### config.mk
export PLATFORM = sky130hd
export DESIGN_NAME = calendar_clock_counter
export DESIGN_NICKNAME = d
export VERILOG_FILES = /design/src/sv/calclk_pkg.sv /design/src/sv/calclk_convert.sv /design/src/sv/calclk_advance.sv /design/src/sv/calendar_clock_counter.sv
export SDC_FILE = /design/constraint.sdc
export NUM_CORES = 1
export LEC_CHECK = 0
export ABC_AREA = 1
export BUFFER_PORTS_ARGS = -buffer_cell sky130_fd_sc_hd__buf_2
export CORE_ASPECT_RATIO = 0.7
export CORE_MARGIN = 4
export CORE_UTILIZATION = 54
export CTS_BUF_LIST = sky130_fd_sc_hd__clkbuf_4
export CTS_CLUSTER_DIAMETER = 30
export DETAILED_ROUTE_END_ITERATION = 7
export GPL_ROUTABILITY_DRIVEN = 1
export GPL_TIMING_DRIVEN = 0
export PLACE_DENSITY_LB_ADDON = 0.25
export SYNTH_ARGS = -nofsm -noshare
export SYNTH_HDL_FRONTEND = slang
export SYNTH_HIERARCHICAL = 1
export SYNTH_SLANG_ARGS = --single-unit
### constraint.sdc
create_clock -name clock -period 3 [get_ports clock]
set_clock_uncertainty 0.1 [all_clocks]
set_input_delay 0.15 -clock clock [delete_from_list [all_inputs] [get_ports clock]]
set_output_delay 0.15 -clock clock [all_outputs]
set_load 0.005 [all_outputs]
### src/sv/calclk_pkg.sv
// Shared types and constants for the calendar clock counter.
package calclk_pkg;

   // Item kinds on the request channel.
   localparam logic KIND_TICK = 1'b0;
   localparam logic KIND_SET  = 1'b1;

   // ASCII code of the digit zero.
   localparam logic [7:0] ASCII_ZERO = 8'd48;

   // Rollover values, compared with the incremented count.
   localparam logic [6:0] SEC_ROLL   = 7'd60;
   localparam logic [6:0] MIN_ROLL   = 7'd60;
   localparam logic [5:0] HOUR_ROLL  = 6'd24;
   localparam logic [5:0] DAY_LIMIT  = 6'd32;
   localparam logic [4:0] MONTH_ROLL = 5'd13;

   // Month codes that have special day counts.
   localparam logic [3:0] MONTH_FEB = 4'd2;
   localparam logic [3:0] MONTH_APR = 4'd4;
   localparam logic [3:0] MONTH_JUN = 4'd6;
   localparam logic [3:0] MONTH_SEP = 4'd9;
   localparam logic [3:0] MONTH_NOV = 4'd11;

   // Time after reset.
   localparam logic [4:0] RESET_HOUR   = 5'd0;
   localparam logic [5:0] RESET_MINUTE = 6'd0;
   localparam logic [5:0] RESET_SECOND = 6'd0;
   localparam logic [4:0] RESET_DAY    = 5'd1;
   localparam logic [3:0] RESET_MONTH  = 4'd1;
   localparam logic [7:0] RESET_YEAR   = 8'd15;

   typedef struct packed {
      logic [4:0] hour;
      logic [5:0] minute;
      logic [5:0] second;
      logic [4:0] day;
      logic [3:0] month;
      logic [7:0] year;
   } time_type;

   typedef struct packed {
      logic        kind;
      logic [15:0] hour_text;
      logic [15:0] minute_text;
      logic [15:0] second_text;
      logic [15:0] day_text;
      logic [15:0] month_text;
      logic [15:0] year_text;
   } req_item_type;

   typedef struct packed {
      logic       time_valid;
      logic [4:0] hour;
      logic [5:0] minute;
      logic [5:0] second;
      logic [4:0] day;
      logic [3:0] month;
      logic [7:0] year;
   } rsp_item_type;

endpackage

### src/sv/calclk_convert.sv
// Conversion of six ASCII digit pairs into a binary time value.
module calclk_convert (
   input  calclk_pkg::req_item_type item,
   output calclk_pkg::time_type     load_time
);

   // Digits are not checked; the value wraps in eight bits.
   function automatic logic [7:0] pair_value(input logic [15:0] text);
      logic [7:0] tens;
      logic [7:0] ones;
      tens = text[15:8] - calclk_pkg::ASCII_ZERO;
      ones = text[7:0] - calclk_pkg::ASCII_ZERO;
      return 8'((tens << 3) + (tens << 1) + ones);
   endfunction

   logic [7:0] hour_val;
   logic [7:0] minute_val;
   logic [7:0] second_val;
   logic [7:0] day_val;
   logic [7:0] month_val;

   assign hour_val   = pair_value(item.hour_text);
   assign minute_val = pair_value(item.minute_text);
   assign second_val = pair_value(item.second_text);
   assign day_val    = pair_value(item.day_text);
   assign month_val  = pair_value(item.month_text);

   assign load_time.hour   = hour_val[4:0];
   assign load_time.minute = minute_val[5:0];
   assign load_time.second = second_val[5:0];
   assign load_time.day    = day_val[4:0];
   assign load_time.month  = month_val[3:0];
   assign load_time.year   = pair_value(item.year_text);

endmodule

### src/sv/calclk_advance.sv
// One-second advance of the calendar counters with full rollover cascade.
module calclk_advance (
   input  calclk_pkg::time_type cur_time,
   output calclk_pkg::time_type next_time
);

   logic [6:0] sec_sum;
   logic [6:0] min_sum;
   logic [5:0] hour_sum;
   logic [5:0] day_sum;
   logic       sec_wrap;
   logic       min_wrap;
   logic       hour_wrap;
   logic       leap;
   logic       month_end;
   logic [4:0] month_step;

   assign sec_sum  = {1'b0, cur_time.second} + 7'd1;
   assign min_sum  = {1'b0, cur_time.minute} + 7'd1;
   assign hour_sum = {1'b0, cur_time.hour} + 6'd1;
   assign day_sum  = {1'b0, cur_time.day} + 6'd1;

   assign sec_wrap  = (sec_sum == calclk_pkg::SEC_ROLL);
   assign min_wrap  = (min_sum == calclk_pkg::MIN_ROLL);
   assign hour_wrap = (hour_sum == calclk_pkg::HOUR_ROLL);
   assign leap      = (cur_time.year[1:0] == 2'd0);

   // The day rolls past 31 in any month, including codes that are not months.
   always_comb begin
      month_end = (day_sum == calclk_pkg::DAY_LIMIT);
      case (cur_time.month)
         calclk_pkg::MONTH_FEB: begin
            if (leap) begin
               month_end = month_end || (day_sum == 6'd30);
            end else begin
               month_end = month_end || (day_sum == 6'd29);
            end
         end
         calclk_pkg::MONTH_APR,
         calclk_pkg::MONTH_JUN,
         calclk_pkg::MONTH_SEP,
         calclk_pkg::MONTH_NOV: begin
            month_end = month_end || (day_sum == 6'd31);
         end
         default: begin
         end
      endcase
   end

   assign month_step = month_end ? ({1'b0, cur_time.month} + 5'd1)
                                 : {1'b0, cur_time.month};

   always_comb begin
      next_time = cur_time;
      if (sec_wrap) begin
         next_time.second = '0;
         if (min_wrap) begin
            next_time.minute = '0;
            if (hour_wrap) begin
               next_time.hour = '0;
               next_time.day  = month_end ? 5'd1 : day_sum[4:0];
               // Month thirteen folds into January of the next year, even
               // when it was already thirteen without a day rollover.
               if (month_step == calclk_pkg::MONTH_ROLL) begin
                  next_time.month = 4'd1;
                  next_time.year  = cur_time.year + 8'd1;
               end else begin
                  next_time.month = month_step[3:0];
               end
            end else begin
               next_time.hour = hour_sum[4:0];
            end
         end else begin
            next_time.minute = min_sum[5:0];
         end
      end else begin
         next_time.second = sec_sum[5:0];
      end
   end

endmodule

### src/sv/calendar_clock_counter.sv
// Top level of the calendar clock counter: handshake, clock state, result.
//
// Request items arrive on req_valid / req_stall / req_item. An item of kind
// tick advances the clock by one second once the clock is valid; an item of
// kind set loads the time from six ASCII digit pairs, but only while the
// clock is not yet valid, and then marks it valid. Every item, whatever its
// kind, returns one result item on rsp_valid / rsp_stall / rsp_item that
// carries the valid flag and the time after that item.
// An accepted item lands in an input register; once the result register can
// take it, the conversion and the rollover cascade work on it and the result
// and the new clock state are registered together. One item is taken every
// cycle as long as the receiver does not stall. The rate is set by the update
// of the clock registers, which every item reads and writes.
// When the receiver stalls, the result holds and the input register keeps
// its item; the input side is stalled only when both registers are full.
// Reset clears both stages and sets the clock to 00:00:00 on day 1, month 1,
// year 15, marked not valid.
module calendar_clock_counter (
   input  logic                      clock,
   input  logic                      reset,
   input  logic                      req_valid,
   output logic                      req_stall,
   input  calclk_pkg::req_item_type  req_item,
   output logic                      rsp_valid,
   input  logic                      rsp_stall,
   output calclk_pkg::rsp_item_type  rsp_item
);

   localparam calclk_pkg::time_type RESET_TIME = '{
      hour:   calclk_pkg::RESET_HOUR,
      minute: calclk_pkg::RESET_MINUTE,
      second: calclk_pkg::RESET_SECOND,
      day:    calclk_pkg::RESET_DAY,
      month:  calclk_pkg::RESET_MONTH,
      year:   calclk_pkg::RESET_YEAR
   };

   logic                     in_valid_ff;
   calclk_pkg::req_item_type in_item_ff;
   logic                     out_valid_ff;
   calclk_pkg::rsp_item_type out_item_ff;
   logic                     out_valid_in;
   calclk_pkg::rsp_item_type out_item_in;
   logic                     clk_valid_ff;
   logic                     clk_valid_in;
   calclk_pkg::time_type     clk_time_ff;
   calclk_pkg::time_type     clk_time_in;
   calclk_pkg::time_type     load_time;
   calclk_pkg::time_type     tick_time;
   logic                     advance;
   logic                     req_take;

   // The result register can take a new item when it is empty or being drained.
   assign advance   = !out_valid_ff || !rsp_stall;
   assign req_stall = in_valid_ff && !advance;
   assign req_take  = req_valid && !req_stall;

   calclk_convert u_convert (
      .item      (in_item_ff),
      .load_time (load_time)
   );

   calclk_advance u_advance (
      .cur_time  (clk_time_ff),
      .next_time (tick_time)
   );

   // Next clock state for the item in the input register.
   always_comb begin
      clk_valid_in = clk_valid_ff;
      clk_time_in  = clk_time_ff;
      if (in_item_ff.kind == calclk_pkg::KIND_SET) begin
         if (!clk_valid_ff) begin
            clk_time_in  = load_time;
            clk_valid_in = 1'b1;
         end
      end else if (clk_valid_ff) begin
         clk_time_in = tick_time;
      end
   end

   always_comb begin
      out_valid_in = out_valid_ff && rsp_stall;
      out_item_in  = out_item_ff;
      if (advance && in_valid_ff) begin
         out_valid_in           = 1'b1;
         out_item_in.time_valid = clk_valid_in;
         out_item_in.hour       = clk_time_in.hour;
         out_item_in.minute     = clk_time_in.minute;
         out_item_in.second     = clk_time_in.second;
         out_item_in.day        = clk_time_in.day;
         out_item_in.month      = clk_time_in.month;
         out_item_in.year       = clk_time_in.year;
      end
   end

   always_ff @(posedge clock) begin
      if (reset) begin
         in_valid_ff  <= 1'b0;
         out_valid_ff <= 1'b0;
         clk_valid_ff <= 1'b0;
         clk_time_ff  <= RESET_TIME;
      end else begin
         out_valid_ff <= out_valid_in;
         if (req_take) begin
            in_valid_ff <= 1'b1;
         end else if (advance) begin
            in_valid_ff <= 1'b0;
         end
         if (advance && in_valid_ff) begin
            clk_valid_ff <= clk_valid_in;
            clk_time_ff  <= clk_time_in;
         end
      end
   end

   // Payload registers carry no reset.
   always_ff @(posedge clock) begin
      if (req_take) begin
         in_item_ff <= req_item;
      end
      out_item_ff <= out_item_in;
   end

   assign rsp_valid = out_valid_ff;
   assign rsp_item  = out_item_ff;

endmodule

==> summary.txt, run 1 <==
Status
  – Status: finished, final reports clean

Worst setup path
  – Critical path required time: ~3.2 ns
  – Worst Setup SP: in_item_ff[3]
  – Critical path launch point type: flip-flop
  – CP top delay family: adder cells
  – Buf+Inv Stages, Crit Path: 4
  – Slowest cell delay on critical path: ~0.55 ns
  – Slowest-stage cell, CP: fa_1
  – Setup Crit Path Kind: reg -> reg
  – Worst Path Max Fanout: 2
  – Crit path top cell by count: nand2_1
  – WP data arrival: approximately 3.1 ns
  – CP cell instances: inv_1 -> fa_1 -> inv_2 -> ha_4 -> ha_4 -> inv_2 -> fa_2 -> nand3b_1 -> nand2_1 -> nand2_1 -> nand3_1 -> nand2_1 -> nand2_1 -> nand3_2 -> nand2_2 -> inv_1
  – Crit. End Element: flip-flop
  – Reg-to-reg startpoint: in_item_ff[3]

GRT
  – Antenna violations before repair: 0
  – First-pass GRT wire length: 33.11 mm
  – Largest net degree at the start of global routing: 47
  – Vias in the first global route: approximately 6800
  – Overflow after GRT: 0
  – Global Route Usage Sum: 0.2363

Logic synthesis
  – Post-Syn Nets: about 1200
  – Yosys warnings: 6
  – Mapped Area: about 8300 um2
  – Cells after Synth: about 1000
  – Syn Area/Cell: a little over 8 um2

Drt
  – Via count: 7074
  – First-pass DRT Iterations: 6
  – Post-route ant nets: 0
  – Vias/cell: around 5
  – Initial DRC count: around 580
  – DRC violations left: 0
  – DR WL/cell: between 10 and 15 um
  – Routed wire length: 20.15 mm

Clock tree
  – Clk slew on worst S/H paths: 0.13 ns
  – CTS Root Cell: clkbuf_4
  – CTS Buffer Depth: 2
  – TritonCTS clock tree: done
  – Total CTS buffers: 17
  – Clock latency on the worst-skew pair: approximately 0.55 ns
  – Htree depth: 4
  – Clk sinks: 135

Placement
  – Placer Congestion: a little over 0.9
  – Port buffer count: about 100
  – Post-DP Area: about 9100 um2
  – DP Wirelength: roughly 14 mm
  – Pre-CTS setup slack: -0.01098 ns

Timing
  – Minimum clock period: around 2.9 ns
  – Fmax: ~340 MHz
  – Slew headroom: 0.5724
  – # setup viols final: 0
  – Final hold vios: 0
  – Period utilisation layout: 0.9718
  – Worst slew pin tran: between 0.6 and 0.7 ns
  – Final Slew Violations: 0
  – Final setup margin: 0.08453 ns

Final layout
  – Area delta synth->final: 22.86%
  – Antenna diodes: 0
  – Fin nets: 1364
  – Fin util: 0.6871
  – Post-route design area: 10240 um2
  – Fill cell count: ~1200
  – Share of layout cells above drive strength 1: 0.2148

Floorplanning
  – Die X: roughly 160 um
  – I/O Pins: between 100 and 150
  – Row count: 37
  – Core ar.: about 15000 um2
  – Starting Density: 0.5593
  – Die Y-Extent: around 110 um
  – Full die area: 17520 um2

Pwr
  – Net Sw Frac: 0.3101
  – Cell internal pwr: 3.227 mW
  – VDD IR-drop max: 0.3175 mV
  – Pwr dens: between 400 and 500 nW/um2
  – Seq pwr share: 0.481
  – Sw power: around 1.5 mW
  – Leak Pwr: ~5 nW
  – Clock power share: 0.287
  – Tot Pwr: about 4.7 mW
  – Logic gate share of total power: 0.232

Hold path
  – Hold path startpoint: req_item[56]
  – Hold Path Class: in -> reg

Flow run
  – Max cap viols: 0
[worst register-to-register path, delay by kind of cell, from the launching register on]
kind,cells,cell delay [ns]
buffers and inverters,4,0.18
adder cells (fa/ha/maj),4,1.29
AND/OR/NAND/NOR,8,0.76
flip-flops,1,0.34
[per-layer routing]
layer | wire (um) | vias to the layer above | global-route usage
li1 | - | 3577 | -
met1 | 9158 | 3233 | 0.3364
met5 | 0 | - | 0
met3 | 1325 | 27 | 0.04274
met4 | 367 | 0 | 0.06069
met2 | 9303 | 237 | 0.3749
[timing repair]
item                                    4_1_cts  5_1_grt
hold buffers                                 69        0
endpoints found under the setup margin        1       25
pin swaps                                     0       11
hold endpoints to repair                     72        0
resized for setup                             2       23
setup buffers                                 1        4
[power by group through the flow]
stage          logic [mW]  clock network [mW]  registers [mW]
4_1_cts              1.03                1.36            2.25
6_report             1.09                1.34            2.25
3_3_place_gp        0.923                   0            2.29
3_5_place_dp        0.953                   0            2.29
5_1_grt              1.23                1.44            2.27
2_1_floorplan       0.672                   0            2.27
[worst paths after layout]
path              depth (start not counted)             end  slack (ns)
setup / recovery                         16     rsp_item[7]        0.08
hold / removal                            2  in_item_ff[56]        0.20
setup reg to reg                         16     rsp_item[7]        0.08
hold reg to reg                           2  clk_time_ff[0]        0.47
[state kept, by name (all words and copies together) (netlist names)]
name and cells:
clk_time_ff 34, rsp_item 35, in_valid_ff 1, in_item_ff 63, clk_valid_ff 1, rsp_valid 1
[cell type report]
type,instances,area (um2),area share
sequential,135,3692,0.3605
timing repair buffer,177,1259,0.1229
buffer,40,275.3,0.02688
clock inverter,13,171.4,0.01674
clock buffer,19,142.6,0.01393
tap,195,244.0,0.02382
inverter,174,655.6,0.06401
multi-input combinational,657,3802,0.3712
[layout by cell type, fill, tap and decap left out, drive strengths merged]
master,n
nand2,352
inv,178
buf,146
nand3,112
edfxtp,98
dlygate4sd3,69
ha,48
a21oi,39
dfxtp,37
clkbuf,21
xor2,16
xnor2,14
nor2,14
fa,13
o21ai,12
nand4,8
and2,7
nor3,4
or2,4
nand3b,4
clkinv,4
bufinv,3
o211ai,3
clkinvlp,2
o22ai,2
o31ai,2
nor4,1
or4,1
nor3b,1
[metrics by stage]
| stage | hold slack (ns) | cells | setup TNS, ns |
|---|---|---|---|
| after CTS | 0.1527 | 1406 | 0 |
| final | 0.1971 | 1410 | 0 |
| after floorplan | 0.1489 | 1006 | 0 |
| after global placement | 0.2261 | 1303 | 0 |
| after detailed placement | 0.2281 | 1304 | -0.01098 |
| after global routing | 0.1747 | 1410 | -0.05367 |
Note: power is estimated with default switching activity, not from simulation.
==> run 2, diff against run 1 <==
ABC_AREA = default   (was 1)
PLACE_DENSITY = 0.79   (was default)
PLACE_DENSITY_LB_ADDON = default   (was 0.25)
==> summary.txt, run 2 <==
Worst setup path
  – Worst Setup SP: clk_time_ff[0]
  – Critical path launch point type: flip-flop
  – Critical path required time: between 3 and 4 ns
  – Setup Crit Path Kind: reg -> reg
  – WP data arrival: 3.61 ns
  – Worst Path Max Fanout: 4
  – Slowest-stage cell, CP: or3_4
  – Buf+Inv Stages, Crit Path: 2
  – CP cell instances: inv_2 -> ha_4 -> or3_4 -> a2111oi_4 -> a41oi_2 -> o21ai_4 -> o21ai_4 -> a211oi_4 -> buf_4 -> nand4_1 -> xnor2_1 -> nor2b_2 -> a211oi_2 -> nor2_1
  – Crit path top cell by count: o21ai_4
  – Reg-to-reg startpoint: clk_time_ff[0]
  – Crit. End Element: flip-flop
  – Slowest cell delay on critical path: about 0.4 ns
  – R2R setup slack: -0.40 ns
  – CP top delay family: compound AO/OA/AOI/OAI gates

Clock tree
  – TritonCTS clock tree: done
  – Total CTS buffers: 17
  – CTS Root Cell: clkbuf_4
  – Htree depth: 4
  – Clk slew on worst S/H paths: approximately 0.13 ns
  – Clock latency on the worst-skew pair: 0.57 ns
  – Clk sinks: 135
  – CTS Buffer Depth: 2

Floorplanning
  – Starting Density: 0.5580
  – Full die area: about 17000 um2
  – Row count: 36
  – Die Y-Extent: approximately 110 um
  – I/O Pins: roughly 140
  – Core ar.: 14100 um2
  – Die X: about 150 um

Flow run
  – Max cap viols: 0

GRT
  – First-pass GRT wire length: approximately 32 mm
  – Largest net degree at the start of global routing: 45
  – Antenna violations before repair: 1
  – Overflow after GRT: 0
  – Global Route Usage Sum: 0.2436
  – Vias in the first global route: 6310

Final layout
  – Largest reg by FF count: in_item_ff
  – Post-route design area: about 10000 um2
  – Commonest non-fill, non-tap cell in the layout: buf_2
  – Max FFs per register: 63
  – Fin nets: about 1100
  – Share of layout cells above drive strength 1: 0.2921
  – Most frequent cells in the layout: buf_2 (117), edfxtp_1 (98), dlygate4sd3_1 (66)
  – Area delta synth->final: 26.80%
  – Fin util: 0.7075
  – Fill cell count: 993

Pwr
  – Leak Pwr: 4.073 nW
  – Tot Pwr: 4.380 mW
  – Pwr dens: ~440 nW/um2
  – VDD IR-drop max: just under 0.3 mV

Status
  – Status: finished with violations
  – Failing checks: negative setup slack

Drt
  – Initial DRC count: roughly 650
  – Post-route ant nets: 0
  – Via count: 6285
  – First-pass DRT Iterations: 6
  – DRC violations left: 0
  – DR WL/cell: 18.15 um
  – Routed wire length: between 20 and 25 mm
  – Vias/cell: between 5 and 6

Timing
  – Worst slew pin tran: ~0.97 ns
  – Final setup margin: -0.4027 ns
  – Final Slew Violations: 0
  – Fmax: around 290 MHz
  – # setup viols final: 24
  – Sum Neg Setup Slack: -5.457 ns
  – Minimum clock period: roughly 3.4 ns
  – Unrepaired setup endpoints after global routing: true
  – Period utilisation layout: 1.134
  – Slew headroom: 0.3544
  – Final hold vios: 0

Logic synthesis
  – Post-Syn Nets: ~850
  – Syn Area/Cell: between 10 and 15 um2
  – Mapped Area: ~8000 um2
  – Cells after Synth: around 690
  – Yosys warnings: 6

Hold path
  – Hold path startpoint: req_item[2]
  – Hold Path Class: in -> reg

Placement
  – Placer Congestion: 0.9284
  – Port buffer count: 103
  – Post-DP Area: 8711 um2
  – DP Wirelength: between 10 and 15 mm
[run 2: cell types whose count changed in the layout (fill, tap and decap cells not counted), moves of 25 or more]
cell / change
a211oi_1: +29
inv_1: -107
nand2_1: -296
nand2_2: -25
nand3_1: -95
nor2_1: +29
nor2b_1: +39
[run 2: layout make-up]
| class | instances | area [um2] | share of cell area |
|---|---|---|---|
| repair buffers | 193 | 1376 | 0.1380 |
| multi-input cells | 457 | 3956 | 0.3966 |
| diodes | 1 | 2.502 | 0.0002509 |
| clock inverters | 14 | 111.4 | 0.01116 |
| flip-flops and latches | 135 | 3700 | 0.3709 |
| clock buffers | 18 | 135.1 | 0.01355 |
| well taps | 190 | 237.7 | 0.02383 |
| inverters | 57 | 215.2 | 0.02158 |
| plain buffers | 40 | 240.2 | 0.02408 |
[run 2: final timing paths]
path | cells after the start | to
max | 14 | rsp_item[4]
min | 2 | in_item_ff[2]
max reg2reg | 14 | rsp_item[4]
min reg2reg | 2 | clk_time_ff[31]
[run 2: what timing repair did]
item	in CTS	in global routing
hold endpoints to repair	69	0
resized for setup	16	30
hold buffers	66	0
pin swaps	13	15
setup endpoints to repair	43	36
buffers inserted	15	8
[run 2: per-stage QoR]
stage          hold WS, ns  cells  worst slack (ns)
5_1_grt             0.1377   1105           -0.5005
3_5_place_dp        0.2281    985           -0.8526
4_1_cts             0.1419   1097           -0.3585
3_3_place_gp        0.2259    984           -0.8253
6_report            0.1907   1105           -0.4027
2_1_floorplan       0.1489    691           -0.1861
[run 2: layer usage]
layer / wire (um) / track usage / share of wire / up-vias
li1: - / - / - / 2932
met1: 8497 / 0.3170 / 0.42 / 3036
met2: 9640 / 0.4100 / 0.48 / 281
met3: 1608 / 0.06347 / 0.080 / 36
met4: 312 / 0.06735 / 0.016 / 0
met5: 0 / 0 / 0 / -
[run 2: where the power goes]
part,internal [mW],switching [mW]
Clock,0.410,0.693
Sequential,2.15,0.0939
Combinational,0.508,0.523
Total,3.07,1.31
==> run 3, diff against run 2 <==
CORE_UTILIZATION = 60   (was 54)
PLACE_DENSITY = 0.84   (was 0.79)
clock period = 3.3 ns   (was 3 ns; I/O delays follow)
==> summary.txt, run 3 (synthesized netlist as in run 2, its figures left out) <==
Worst setup path
  – Critical path launch point type: flip-flop
  – Worst R2R End: clk_time_ff[7]
  – Critical path required time: ~3.7 ns
  – Worst r2r path cells: 14
  – CP cell instances: inv_4 -> ha_4 -> or3_4 -> a2111oi_4 -> a41oi_2 -> o21ai_4 -> mux2i_4 -> a211oi_4 -> buf_6 -> and4_1 -> xor2_1 -> or3b_1 -> o221a_4 -> o21ba_1
  – WP data arrival: between 3 and 4 ns
  – Setup Crit Path Kind: reg -> reg
  – Reg-to-reg startpoint: clk_time_ff[1]
  – Slowest-stage cell, CP: dfxtp_4
  – Crit. End Element: flip-flop
  – Worst Path Max Fanout: 5
  – R2R setup slack: -0.05 ns
  – Slowest cell delay on critical path: around 0.40 ns

Final layout
  – Most frequent cells in the layout: buf_2 (117), edfxtp_1 (98), dlygate4sd3_1 (66)
  – Antenna diodes: 0
  – Share of layout cells above drive strength 1: 0.2575
  – Commonest non-fill, non-tap cell in the layout: buf_2
  – Fin util: 0.7756
  – Fin nets: 1050
  – Max FFs per register: 63
  – Fill cell count: between 700 and 800
  – Largest reg by FF count: in_item_ff
  – Area delta synth->final: 24.57%

Floorplanning
  – Die X: 144.9 um
  – Full die area: around 15000 um2
  – I/O Pins: 138
  – Die Y-Extent: ~100 um
  – Core ar.: 12630 um2
  – Starting Density: 0.6226
  – Row count: 34

Placement
  – Placer Congestion: 0.9234
  – Pre-CTS setup slack: -0.5211 ns
  – DP Wirelength: ~13 mm
  – Port buffer count: 103

GRT
  – Global Route Usage Sum: 0.2717
  – Antenna violations before repair: 0
  – Vias in the first global route: ~6400
  – Overflow after GRT: 0
  – Largest net degree at the start of global routing: 45
  – First-pass GRT wire length: about 32 mm

Hold path
  – Worst Hold Depth: 2
  – Hold Path Class: in -> reg
  – Hold path startpoint: req_item[2]
  – WHS Endpoint: in_item_ff[2]

Pwr
  – Pwr dens: about 430 nW/um2
  – VDD IR-drop max: ~0.4 mV
  – Leak Pwr: around 4 nW

Timing
  – # setup viols final: 3
  – Slew headroom: 0.3526
  – Period utilisation layout: 1.014
  – Worst slew pin tran: 0.9690 ns
  – Minimum clock period: between 3 and 4 ns
  – Fmax: around 300 MHz
  – Final setup margin: -0.04511 ns
  – Unrepaired setup endpoints after global routing: true
  – Final hold vios: 0
  – Final Slew Violations: 0

Status
  – Status: finished with violations
  – Failing checks: negative setup slack

Clock tree
  – Clk sinks: roughly 140
  – CTS Root Cell: clkbuf_4
  – Clk slew on worst S/H paths: between 0.1 and 0.15 ns
  – TritonCTS clock tree: done
  – CTS Buffer Depth: 2
  – Htree depth: 4
  – Total CTS buffers: 17
  – Clock latency on the worst-skew pair: approximately 0.54 ns

Drt
  – Initial DRC count: roughly 710
  – Via count: 6274
  – Routed wire length: 20.39 mm
  – DRC violations left: 0
  – First-pass DRT Iterations: 6
  – DR WL/cell: between 15 and 20 um
  – Post-route ant nets: 0
  – Vias/cell: around 6

Flow run
  – Max cap viols: 0
## run 3: metal layers
layer,global-route usage,vias up,part of all wire,wire (um)
li1,-,2897,-,-
met1,0.3459,2970,0.40,8192
met2,0.4477,351,0.48,9790
met3,0.07001,56,0.096,1948
met4,0.09387,0,0.022,453
met5,0,-,0,0
## run 3: worst max-delay path by stage
stage,start,endpoint,slack [ns],cells after the start
after floorplan,clk_time_ff[12],clk_time_ff[7],0.02,12
after global placement,clk_time_ff[23],clk_time_ff[7],-0.43,12
after detailed placement,clk_time_ff[23],clk_time_ff[7],-0.52,12
after CTS,clk_time_ff[13],clk_time_ff[7],-0.04,13
after global routing,clk_time_ff[1],clk_time_ff[7],-0.16,14
final,clk_time_ff[1],clk_time_ff[7],-0.05,14
## run 3: through the flow
| stage | area [um2] | power [mW] | hold slack, ns | TNS (ns) | instances |
|---|---|---|---|---|---|
| 6_report | 9799 | 4.229 | 0.2233 | -0.07878 | 1063 |
| 3_3_place_gp | 8608 | 2.844 | 0.2415 | -4.849 | 956 |
| 5_1_grt | 9799 | 4.393 | 0.2076 | -1.062 | 1063 |
| 2_1_floorplan | 7890 | 2.624 | 0.1639 | 0 | 691 |
| 3_5_place_dp | 8633 | 2.894 | 0.2431 | -7.182 | 957 |
| 4_1_cts | 9728 | 4.206 | 0.1908 | -0.04511 | 1061 |
## run 3: layout make-up
class                   count  area (um2)  area share
plain buffers              41       244.0     0.02490
clock buffers              20       150.1     0.01532
clock inverters            12       175.2     0.01788
inverters                  57       217.7     0.02222
multi-input cells         457        3844      0.3922
flip-flops and latches    135        3699      0.3774
well taps                 162       202.7     0.02068
repair buffers            179        1267      0.1293
## run 3: repair_timing
item                       4_1_cts  5_1_grt
pin swaps                        4       15
hold buffers                    66        0
hold endpoints to repair        69        0
gates resized for setup         15       19
buffers inserted                 7        2
setup endpoints to repair       32       24
## run 3: critical path: cells and delay by family, from the launching register on
kind | cells | cell delay, ns
buffers and inverters | 2 | 0.20
flip-flops | 1 | 0.40
XOR/XNOR | 1 | 0.14
AO/OA/AOI/OAI | 6 | 1.02
AND/OR/NAND/NOR | 3 | 0.93
multiplexers | 1 | 0.31
adder cells (fa/ha/maj) | 1 | 0.17
## run 3: report_power, final
part	internal (mW)	switching (mW)	leakage (nW)	total, mW
Combinational	0.444	0.472	2.58	0.916
Sequential	1.96	0.0857	1.25	2.04
Clock	0.628	0.642	0.173	1.27
